$ cat src/sv/min_cost_context_length_search_defines.svh
// Assertion macros used by the search controller module.
`ifndef MIN_COST_CONTEXT_LENGTH_SEARCH_DEFINES_SVH
`define MIN_COST_CONTEXT_LENGTH_SEARCH_DEFINES_SVH

// Same-cycle implication, disabled while reset is high.
`define MCCLS_ASSERT_NOW(lbl, clk, rst, ante, cons) \
   lbl: assert property (@(posedge clk) disable iff (rst) (ante) |-> (cons)) \
      else $error("assertion failed");

// Next-cycle implication, disabled while reset is high.
`define MCCLS_ASSERT_NEXT(lbl, clk, rst, ante, cons) \
   lbl: assert property (@(posedge clk) disable iff (rst) (ante) |=> (cons)) \
      else $error("assertion failed");

`endif

$ cat src/sv/mccls_pkg.sv
// Types and constants of the context length search block.
package mccls_pkg;

   localparam int LEN_W = 10;

   localparam logic [1:0] REQ_LOAD_FIRST  = 2'd0;
   localparam logic [1:0] REQ_LOAD_SECOND = 2'd1;
   localparam logic [1:0] REQ_LOAD_MATCH  = 2'd2;
   localparam logic [1:0] REQ_COMPUTE     = 2'd3;

   typedef struct packed {
      logic [1:0]       req_type;
      logic [LEN_W-1:0] value_a;
      logic [LEN_W-1:0] value_b;
   } req_item_type;

   typedef struct packed {
      logic             found;
      logic [LEN_W-1:0] first_length;
      logic [LEN_W-1:0] second_length;
      logic             overflow;
   } rsp_item_type;

   typedef struct packed {
      logic load;
      logic init;
      logic rnd_wr;
      logic f_lat;
      logic m_use;
      logic s_use;
      logic eval;
      logic finish;
   } ctl_cmd_type;

endpackage

$ cat src/sv/mccls_ctrl.sv
// Controller: item acceptance and the sequencing of the search.
module mccls_ctrl import mccls_pkg::*; #(
   parameter int MAX_MATCHES = 256
) (
   input  logic                             clock,
   input  logic                             reset,
   input  logic                             start,
   input  logic [1:0]                       req_type,
   input  logic [$clog2(MAX_MATCHES+1)-1:0] match_count,
   output logic                             busy,
   output logic                             rsp_valid,
   output ctl_cmd_type                      cmd,
   output logic [$clog2(MAX_MATCHES+1)-1:0] idx_i,
   output logic [$clog2(MAX_MATCHES+1)-1:0] idx_j
);

`include "min_cost_context_length_search_defines.svh"

   localparam int CW = $clog2(MAX_MATCHES+1);

   typedef enum logic [3:0] {
      S_IDLE, S_INIT, S_R_RD, S_R_WR, S_F_RD, S_F_LAT,
      S_M_RD, S_M_USE, S_S_RD, S_S_USE, S_EVAL, S_DONE
   } state_type;

   state_type     state_ff;
   logic [CW-1:0] i_ff, j_ff;
   logic          rsp_valid_ff;

   always_ff @(posedge clock) begin
      if (reset) begin
         state_ff     <= S_IDLE;
         i_ff         <= '0;
         j_ff         <= '0;
         rsp_valid_ff <= 1'b0;
      end else begin
         rsp_valid_ff <= 1'b0;
         case (state_ff)
            S_IDLE: begin
               if (start && (req_type == REQ_COMPUTE)) begin
                  state_ff <= S_INIT;
               end
            end
            S_INIT: begin
               i_ff     <= '0;
               j_ff     <= '0;
               state_ff <= (match_count == '0) ? S_F_RD : S_R_RD;
            end
            S_R_RD:  state_ff <= S_R_WR;
            S_R_WR: begin
               if ((j_ff + CW'(1)) == match_count) begin
                  j_ff     <= '0;
                  state_ff <= S_F_RD;
               end else begin
                  j_ff     <= j_ff + CW'(1);
                  state_ff <= S_R_RD;
               end
            end
            S_F_RD:  state_ff <= S_F_LAT;
            S_F_LAT: begin
               j_ff     <= '0;
               state_ff <= (match_count == '0) ? S_S_RD : S_M_RD;
            end
            S_M_RD:  state_ff <= S_M_USE;
            S_M_USE: begin
               if ((j_ff + CW'(1)) == match_count) begin
                  j_ff     <= '0;
                  state_ff <= S_S_RD;
               end else begin
                  j_ff     <= j_ff + CW'(1);
                  state_ff <= S_M_RD;
               end
            end
            S_S_RD:  state_ff <= S_S_USE;
            S_S_USE: begin
               // candidate lists hold match_count + 1 entries
               if (j_ff == match_count) begin
                  state_ff <= S_EVAL;
               end else begin
                  j_ff     <= j_ff + CW'(1);
                  state_ff <= S_S_RD;
               end
            end
            S_EVAL: begin
               if (i_ff == match_count) begin
                  state_ff <= S_DONE;
               end else begin
                  i_ff     <= i_ff + CW'(1);
                  state_ff <= S_F_RD;
               end
            end
            S_DONE: begin
               rsp_valid_ff <= 1'b1;
               state_ff     <= S_IDLE;
            end
            default: state_ff <= S_IDLE;
         endcase
      end
   end

   always_comb begin
      cmd        = '0;
      cmd.load   = (state_ff == S_IDLE) && start && (req_type != REQ_COMPUTE);
      cmd.init   = (state_ff == S_INIT);
      cmd.rnd_wr = (state_ff == S_R_WR);
      cmd.f_lat  = (state_ff == S_F_LAT);
      cmd.m_use  = (state_ff == S_M_USE);
      cmd.s_use  = (state_ff == S_S_USE);
      cmd.eval   = (state_ff == S_EVAL);
      cmd.finish = (state_ff == S_DONE);
   end

   assign busy      = (state_ff != S_IDLE);
   assign rsp_valid = rsp_valid_ff;
   assign idx_i     = i_ff;
   assign idx_j     = j_ff;

   `MCCLS_ASSERT_NEXT(a_rsp_single, clock, reset, rsp_valid, !rsp_valid)
   `MCCLS_ASSERT_NOW(a_rsp_after_busy, clock, reset, rsp_valid, $past(busy))
   `MCCLS_ASSERT_NEXT(a_compute_busy, clock, reset,
      start && !busy && (req_type == REQ_COMPUTE), busy)

endmodule

$ cat config.mk
export PLATFORM = sky130hd
export DESIGN_NAME = mccls_ctrl
export DESIGN_NICKNAME = d
export VERILOG_FILES = /design/src/sv/mccls_pkg.sv /design/src/sv/mccls_ctrl.sv
export VERILOG_INCLUDE_DIRS = /design/src /design/src/sv
export SDC_FILE = /design/constraint.sdc
export NUM_CORES = 1
export LEC_CHECK = 0
export BUFFER_PORTS_ARGS = -buffer_cell sky130_fd_sc_hd__buf_2
export CORE_ASPECT_RATIO = 0.75
export CORE_UTILIZATION = 35
export DETAILED_ROUTE_END_ITERATION = 7
export SLEW_MARGIN = 20
export SYNTH_ARGS = -nofsm -noshare
export SYNTH_HDL_FRONTEND = slang
export SYNTH_SLANG_ARGS = --single-unit
$ cat constraint.sdc
create_clock -name clock -period 3.1 [get_ports clock]
set_clock_uncertainty 0.05 [all_clocks]
set_input_delay 0 -clock clock [delete_from_list [all_inputs] [get_ports clock]]
set_output_delay 0 -clock clock [all_outputs]
set_load 0.02 [all_outputs]
# Word-level counts from Yosys, hierarchy flattened
# Index checks and enable logic that the tools add are counted.
dict set report totals {
  regBits 23
  input_bits 14
  out_inout_bits 28
  elab_cells 51
}
dict set report op_classes {
  n_addsub 2
  eq_ne 19
  n_mux 14
  reduce_logical 12
}
# operator count
set ops {}
lappend ops {{case mux 4 bit (11 select lines)} 1}
lappend ops {{== test 9 bit} 3}
lappend ops {{2-to-1 mux 9 bit} 3}
lappend ops {{case mux 9 bit (3 select lines)} 1}
lappend ops {{adder 9 x 1 -> 9 bit (second input constant)} 2}
lappend ops {{case mux 9 bit (2 select lines)} 1}
lappend ops {{== test 4 x 3 -> 1 bit (second input constant)} 4}
lappend ops {{== test 4 bit (second input constant)} 4}
lappend ops {{2-to-1 mux 4 bit} 4}
lappend ops {{zero test 9 bit} 1}
lappend ops {{== test 4 x 2 -> 1 bit (second input constant)} 2}
lappend ops {{!= test 2 bit (second input constant)} 4}
lappend ops {{2-to-1 mux 3 bit} 2}
lappend ops {{== test 4 x 1 -> 1 bit (second input constant)} 1}
lappend ops {{zero test 4 bit} 1}
lappend ops {{AND reduction 2 bit} 2}
lappend ops {{nonzero test 4 bit} 1}
lappend ops {{OR reduction 2 bit} 2}
lappend ops {{logical AND 1 bit} 3}
lappend ops {{nonzero test 3 bit} 1}
lappend ops {{== test 2 bit (second input constant)} 1}
lappend ops {{2-to-1 mux 2 bit} 1}
lappend ops {{nonzero test 2 bit} 1}
lappend ops {{2-to-1 mux 1 bit} 1}

# Depth between registers and ports, before layout
# Gate-level depths: netlist (run 1).
dict set report depth {
  word_depth 4
  mapped_depth 8
  depth_no_buf 7
}

# Worst setup path after synthesis (run 1)
# No wires, ideal clock.
dict set report synth_path {
  kind {register to register}
  start {register j_ff[0] (netlist: idx_j[0])}
  end {register state_ff[1]}
  t_arrival_ns 2.220
  slack_ns 0.715
  path_stages_with_launch 9
  period_less_slack_ns 2.385
  path_cell_list {dfxtp_1 -> ha_1 -> buf_2 -> nand3_2 -> nor3_1 -> xor2_1 -> a211oi_4 -> o311ai_1 -> a31o_1}
}
dict set report synth_via {
  elab_chain_len 4
  word_cells_on_any_way 7
  classes_between {1 x add/sub; 2 x eq/ne; 4 x mux}
}
# item line
set synth_rtl {}
lappend synth_rtl {{start: declaration} mccls_ctrl.sv:27} ;# logic [CW-1:0] i_ff, j_ff;
lappend synth_rtl {{start signal: assignment} mccls_ctrl.sv:55} ;# j_ff <= j_ff + CW'(1);
lappend synth_rtl {{start signal: assignment} mccls_ctrl.sv:70} ;# j_ff <= j_ff + CW'(1);
lappend synth_rtl {{start signal: assignment} mccls_ctrl.sv:80} ;# j_ff <= j_ff + CW'(1);
lappend synth_rtl {{adder 9 x 1 -> 9 bit} {mccls_ctrl.sv:51, mccls_ctrl.sv:66}}
lappend synth_rtl {{== test 9 bit} {mccls_ctrl.sv:51, mccls_ctrl.sv:66}}
lappend synth_rtl {{2-to-1 mux 4 bit or 2-to-1 mux 3 bit (tied branches)} {mccls_ctrl.sv:66, mccls_ctrl.sv:51}}
lappend synth_rtl {{case mux 4 bit (11 select lines) (*)} mccls_ctrl.sv:38} ;# case (state_ff)
lappend synth_rtl {{end signal: assignment} mccls_ctrl.sv:47} ;# state_ff <= (match_count == '0) ? S_F_RD : S_R_RD;
lappend synth_rtl {{end signal: assignment} mccls_ctrl.sv:62} ;# state_ff <= (match_count == '0) ? S_S_RD : S_M_RD;
lappend synth_rtl {{end: declaration} mccls_ctrl.sv:26} ;# state_type state_ff;
# Mark *: on every way between the ends. The rest lies on a longest branch, timed or not.
# A chain may end at the register's enable or synchronous reset.

# Worst setup path in the final report (run 1)
dict set report layout_path {
  start {register j_ff[0] (netlist: idx_j[0])}
  end {register j_ff[4] (netlist: idx_j[4])}
}
dict set report layout_via {
  elab_chain_len 4
  word_cells_on_any_way 8
  classes_between {1 x add/sub; 3 x eq/ne; 3 x mux; 1 x reduce/logical}
}
# item line
set layout_rtl {}
lappend layout_rtl {{adder 9 x 1 -> 9 bit} --}
lappend layout_rtl {{== test 9 bit} {mccls_ctrl.sv:51, mccls_ctrl.sv:66}}
lappend layout_rtl {{2-to-1 mux 9 bit} {mccls_ctrl.sv:51, mccls_ctrl.sv:66}}
lappend layout_rtl {{case mux 9 bit (3 select lines)} mccls_ctrl.sv:38}
# Parallel ways exist; a longest one is shown, timed or not. The select of a mux whose other input is x is not followed.

==> results of run 1 <==
## logic make-up (layout without fill, tap and decap cells)
| kind of cell | Yosys count | count (layout) | synth area share (%) |
|---|---|---|---|
| muxes | 5 | 5 | 2.66 |
| buffers and inverters | 28 | 61 | 6.09 |
| and+or+nand+nor | 122 | 122 | 33.8 |
| DFF | 23 | 23 | 23.8 |
| xor gates and xnor gates | 23 | 23 | 10.8 |
| AOI/OAI and AO/OA | 58 | 58 | 21.5 |
| adders and majority gates | 2 | 2 | 1.30 |
## flip-flops by register name (all words and copies together), names as in the netlist
name,flops
state_ff,4
idx_i,9
idx_j,9
rsp_valid,1
## timing repair
item                                    4_1_cts  5_1_grt
buffers inserted                              0        0
endpoints found under the setup margin        0        0
hold buffers                                  1        0
hold endpoints to repair                      3        0
## layout by cell type (no fill, tap or decap), drive strengths merged, types with 2 or more instances in the layout
master / instances
a21boi: 2
a21o: 2
a21oi: 9
a311oi: 5
a31o: 2
a31oi: 4
and3: 5
and4: 2
buf: 46
clkbuf: 3
dfxtp: 23
ha: 2
inv: 10
mux2i: 4
nand2: 21
nand2b: 3
nand3: 19
nand3b: 2
nand4: 6
nand4bb: 2
nor2: 26
nor2b: 2
nor3: 7
nor4: 7
o211ai: 6
o21ai: 11
o22ai: 2
o311ai: 4
o31ai: 3
o41ai: 2
or3: 13
or4: 4
xnor2: 8
xor2: 15
## through the flow
stage	std cells	utilization (%)
detailed placement	364	41.1
global route	369	42.2
CTS	369	42.2
floorplan	261	-
finish	369	42.2
global placement	364	41.1
## worst max-delay path: cells and delay by family, from the launching register on
family	cells	cell delay [ns]
simple gates	3	0.73
flops	1	0.50
compound gates	2	0.69
fa+ha+maj	1	0.41
xor+xnor	1	0.18
## report_power, final
part | internal [W] | switching [W] | total (W)
clock | 0.0000917 | 0.000122 | 0.000213
combinational | 0.0000400 | 0.0000703 | 0.000110
sequential | 0.000298 | 0.00000639 | 0.000305
## worst max path at each step
stage,cells after the start,from,slack [ns],endpoint
3_5_place_dp,7,idx_j[0],0.51,idx_j[4]
2_1_floorplan,8,idx_j[0],0.71,state_ff[1]
3_3_place_gp,7,idx_j[0],0.57,idx_j[3]
6_report,7,idx_j[0],0.44,idx_j[4]
5_1_grt,7,idx_j[0],0.23,idx_j[3]
4_1_cts,7,idx_j[0],0.46,idx_j[4]
## final cells by class
| cell class | count | share of cell area (%) |
|---|---|---|
| clock buffer | 3 | 1.84 |
| sequential | 23 | 20.5 |
| inverter | 10 | 1.67 |
| timing repair buffer | 47 | 11.2 |
| clock inverter | 1 | 0.334 |
| tap | 75 | 4.18 |
| multi-input combinational | 210 | 60.2 |
## routing by layer
metal	wire length (µm)	global-route usage, %	share of wire, %
met4	44	4.71	0.82
met3	233	3.37	4.3
met1	2680	27.0	50
met2	2400	31.8	45
met5	0	0	0
==> metrics.md, run 1 <==
| Metric | Value |
|---|---|
| Row cnt | `23` |
| Congestion Overflow GR | `0` |
| Reg clk slew, reported paths | `around 0.1 ns` |
| Pleak | `~0.90 nW` |
| Pin count of the biggest net entering global routing | `16` |
| Top FF cell, synth | `dfxtp_1` |
| R2R cell count | `7` |
| Max clock buf depth | `2` |
| Final slew viol count | `0` |
| Die width | `around 88 µm` |
| Worst relative slew slack | `a little over half` |
| Clk_lat worst skew | `roughly 0.28 ns` |
| Post-synth top cells | `nor2_1, dfxtp_1, nand2_1` |
| Gpl congestion | `about 0.83` |
| Total Wirelength | `between 5 and 6 mm` |
| Fraction of layout cells with a size suffix above 1 | `between 10% and 20%` |
| Final setup violation count | `0` |
| Initial cell density of the core | `around 36%` |
| Final instance area | `approximately 0.0022 mm²` |
| Register area | `about 460 µm²` |
| Vias in the first global route | `~1900` |
| TritonCTS Sinks | `23` |
| WHS Endpoint | `state_ff[0]` |
| Reg-to-reg slack, setup | `0.44 ns` |
| Maxcap violations | `0` |
| Setup WS post-layout | `roughly 0.44 ns` |
| Ys Warns | `0` |
| IO buf count | `between 40 and 50` |
| Count leader, synth | `nor2_1` |
| Post-synth EDFFs | `0` |
| Synth top area cells | `dfxtp_1, xor2_1, nor2_1` |
| HP Class | `in2reg` |
| CTS root buffer | `clkbuf_8` |
| Peak VDD IR | `~0.18 mV` |
| Overall die area | `~0.0058 mm²` |
| Overall power | `~0.00063 W` |
| DR vias/cell | `about 5.7` |
| Post-CTS sizing | `0` |
| Post-route ant nets | `0` |
| Slew @ Worst Pin | `between 0.7 and 0.8 ns` |
| Setup_tns | `0 ns` |
| Worst stage delay on the critical path | `roughly 0.5 ns` |
| Unique masters post-synth | `52` |
| Fin crit share | `85.8%` |
| Critical path cell sequence | `ha_1 > nand3_2 > nor3_1 > xor2_1 > a211oi_4 > a31o_2 > nor2_1` |
| Fill count | `approximately 550` |
| Synth top area share | `about a quarter` |
| Synth-to-Final Area Change | `16.3%` |
| Max FO, Critical Path | `10` |
| Initial DRC count | `86` |
| Die Span Y | `around 66 µm` |
| CTS tree | `done` |
| Fmax | `around 380 MHz` |
| Outcome | `completed` |
| Cell Area, Placed | `0.00219 mm²` |
| Crit path kind | `reg2reg` |
| CP max-delay cell | `dfxtp_1` |
| Hold Vio Cnt, Final | `0` |
| Worst setup SP type | `flop` |
| Ys async rst share | `0%` |
| CTS buffer count | `3` |
| Setup crit end kind | `flop` |
| Cell taking the most area after synthesis | `dfxtp_1` |
| Reg-to-reg startpoint | `idx_j[0]` |
| Syn Inst Count | `about 260` |
| Core outline area | `0.00532 mm²` |
| DR WL/cell | `between 10 and 15 µm` |
| Worst Path Required | `roughly 3.2 ns` |
| GRT Total Usage | `between 10% and 20%` |
| Multi-input gate area | `approximately 0.0014 mm²` |
| Routed via count | `roughly 2100` |
| Initial antenna violation count | `0` |
| Critical R2R Capture | `idx_j[4]` |
| 1st-pass router iterations | `6` |
| Residual DRC | `0` |
| IO Pins | `42` |
| Hold Worst Slack | `0.163 ns` |
| Hold Path Stages | `4` |
| CP arrival | `about 2.8 ns` |
| Cell Pwr Density | `about 280 mW/mm²` |
| Syn nets | `~280` |
| Avg Inst Size Synth | `approximately 7.4 µm²` |
| HPWL Detailed | `3.92 mm` |
| Register area share after synthesis | `23.8%` |
| Flop and latch count out of synthesis | `23` |
| Place WS | `a little over 0.5 ns` |
| First-pass GRT wire length | `approximately 8.9 mm` |
| Post-route minimum period | `roughly 2.7 ns` |
| Worst Min Path Start | `start` |
| CTS HTree Levels | `1` |
| Mapped Area | `roughly 0.0019 mm²` |
| Diodes inserted | `0` |
| Unrepaired setup endpoints after global routing | `no` |
| NumNets Final | `slightly above 300` |
Note: power is estimated with default switching activity, not from simulation.
==> inputs of run 2 (changes only) <==
--- a/config.mk
+++ b/config.mk
@@ -6,10 +6,10 @@
 export SDC_FILE = /design/constraint.sdc
 export NUM_CORES = 1
 export LEC_CHECK = 0
-export BUFFER_PORTS_ARGS = -buffer_cell sky130_fd_sc_hd__buf_2
 export CORE_ASPECT_RATIO = 0.75
 export CORE_UTILIZATION = 35
 export DETAILED_ROUTE_END_ITERATION = 7
+export DONT_BUFFER_PORTS = 1
 export SLEW_MARGIN = 20
 export SYNTH_ARGS = -nofsm -noshare
 export SYNTH_HDL_FRONTEND = slang
==> run 2 against run 1 <==
Against the previous run: clock power is 4% lower; non-clock buffer count shrank 38; combinational power is 16% lower; die area did not move; first-iteration DRC count rose by 48%; largest power group unchanged; highest routed layer unchanged.
==> metrics.md, run 2 (synthesis results as in run 1) <==
| Metric | Value |
|---|---|
| DR WL/cell | `16.0 µm` |
| Die width | `just under 90 µm` |
| Hold Vio Cnt, Final | `0` |
| Initial DRC count | `127` |
| Gpl congestion | `0.788` |
| Clock network power share | `34.1%` |
| Switching Share | `around 30%` |
| Pleak | `a little over 0.7 nW` |
| Crit path capture | `idx_j[7]` |
| Reg-to-reg startpoint | `idx_j[3]` |
| Cell Pwr Density | `slightly below 300 mW/mm²` |
| Initial cell density of the core | `36.3%` |
| Critical R2R Capture | `idx_j[7]` |
| Unrepaired setup endpoints after global routing | `no` |
| Diodes inserted | `0` |
| IO buf count | `0` |
| Fmax | `a little over 400 MHz` |
| Max clock buf depth | `2` |
| Routed via count | `1945` |
| Internal power | `between 0.0004 and 0.0005 W` |
| Max FO, Critical Path | `12` |
| Gate power share | `between 15 and 20%` |
| Hold Worst Slack | `between 0.05 and 0.06 ns` |
| Fraction of layout cells with a size suffix above 1 | `just under 8%` |
| Post-route ant nets | `0` |
| Vias in the first global route | `between 1500 and 2000` |
| DP Cell Count | `326` |
| GRT Total Usage | `19.6%` |
| Commonest non-fill, non-tap cell in the layout | `nor2_1` |
| Row cnt | `23` |
| Sw power | `about 0.00018 W` |
| CTS HTree Levels | `1` |
| Pin count of the biggest net entering global routing | `21` |
| Crit path kind | `reg2reg` |
| Most frequent cells in the layout | `nor2_1, dfxtp_1, nand2_1` |
| Final slew viol count | `0` |
| Finished Layout Cells | `331` |
| DR vias/cell | `5.88` |
| 1st-pass router iterations | `4` |
| Fin crit share | `79.6%` |
| Worst relative slew slack | `between 50% and 60%` |
| Overall die area | `0.00582 mm²` |
| R2R cell count | `6` |
| Total Wirelength | `about 5.3 mm` |
| NumNets Final | `roughly 270` |
| Reg-to-reg slack, setup | `~0.63 ns` |
| Maxcap violations | `0` |
| CP arrival | `2.59 ns` |
| Worst Path Required | `about 3.2 ns` |
| Setup_tns | `0 ns` |
| Post-CTS Setup Bufs | `0` |
| Post-route minimum period | `2.47 ns` |
| Residual DRC | `0` |
| Fill count | `561` |
| Die Span Y | `between 60 and 70 µm` |
| IO Pins | `42` |
| Setup crit start | `idx_j[3]` |
| First-pass GRT wire length | `around 8.9 mm` |
| CTS tree | `done` |
| HPWL Detailed | `3.87 mm` |
| CTS root buffer | `clkbuf_8` |
| HP Class | `in2reg` |
| Reg power frac | `50.6%` |
| Reg clk slew, reported paths | `0.09 ns` |
| Initial antenna violation count | `0` |
| Setup crit end kind | `flop` |
| Congestion Overflow GR | `0` |
| CTS buffer count | `3` |
| Synth-to-Final Area Change | `6.74%` |
| Outcome | `completed` |
| Slew @ Worst Pin | `roughly 0.75 ns` |
| Final setup violation count | `0` |
| Peak VDD IR | `0.156 mV` |
| Util after Layout | `38.7%` |
| TritonCTS Sinks | `23` |
| Clk_lat worst skew | `between 0.2 and 0.3 ns` |
| Core outline area | `approximately 0.0053 mm²` |
| Worst setup SP type | `flop` |
## run 2: critical path, cell delays in order, from the launching register on
cell and delay [ns]:
dfxtp_1 0.66, nand3_2 0.28, nor3_1 0.43, xor2_1 0.18
a211oi_4 0.36, a31o_2 0.32, nor2_1 0.07
## run 2: metrics by stage
step	instance area, µm²	power, W	setup WS [ns]
after CTS	2060	0.000606	0.622
after floorplan	1930	0.000384	0.715
after detailed placement	2010	0.000400	0.655
after global placement	2010	0.000399	0.722
final	2060	0.000601	0.633
after global routing	2060	0.000629	0.412
## run 2: cell type report
type                            instances  area (µm²)  share of cell area (%)
Clock buffer                            3        41.3                    2.00
Clock inverter                          1        5.00                   0.243
Inverter                               10        37.5                    1.82
Multi-Input combinational cell        210        1350                    65.7
Sequential cell                        23         460                    22.3
Tap cell                               75        93.8                    4.55
Timing Repair Buffer                    9        70.1                    3.40
## run 2: repair_timing
action | CTS | global route
hold endpoints to repair | 16 | 0
hold buffers | 1 | 0
gates resized for setup | 0 | 0
setup endpoints to repair | 0 | 0
## run 2: worst min path at each step
stage,start,endpoint,depth (start not counted),slack (ns)
2_1_floorplan,start,cmd[7],1,0.14
3_3_place_gp,reset,idx_i[1],1,0.02
3_5_place_dp,reset,idx_i[1],1,0.02
4_1_cts,match_count[4],state_ff[3],5,0.06
5_1_grt,match_count[4],state_ff[3],5,0.09
6_report,match_count[4],state_ff[3],5,0.06
## run 2: layer usage
layer  part of all wire, %  track usage, %
met1                    47            27.1
met4                  0.45            2.46
met3                   6.6            4.99
met2                    46            31.1
met5                     0               0
## run 2: power groups by stage
stage | Sequential [W] | Combinational (W) | Clock, W
after floorplan | 0.000310 | 0.0000733 | 0
final | 0.000304 | 0.0000919 | 0.000205
after detailed placement | 0.000311 | 0.0000890 | 0
after CTS | 0.000304 | 0.0000925 | 0.000210
after global routing | 0.000305 | 0.000102 | 0.000222
after global placement | 0.000311 | 0.0000884 | 0
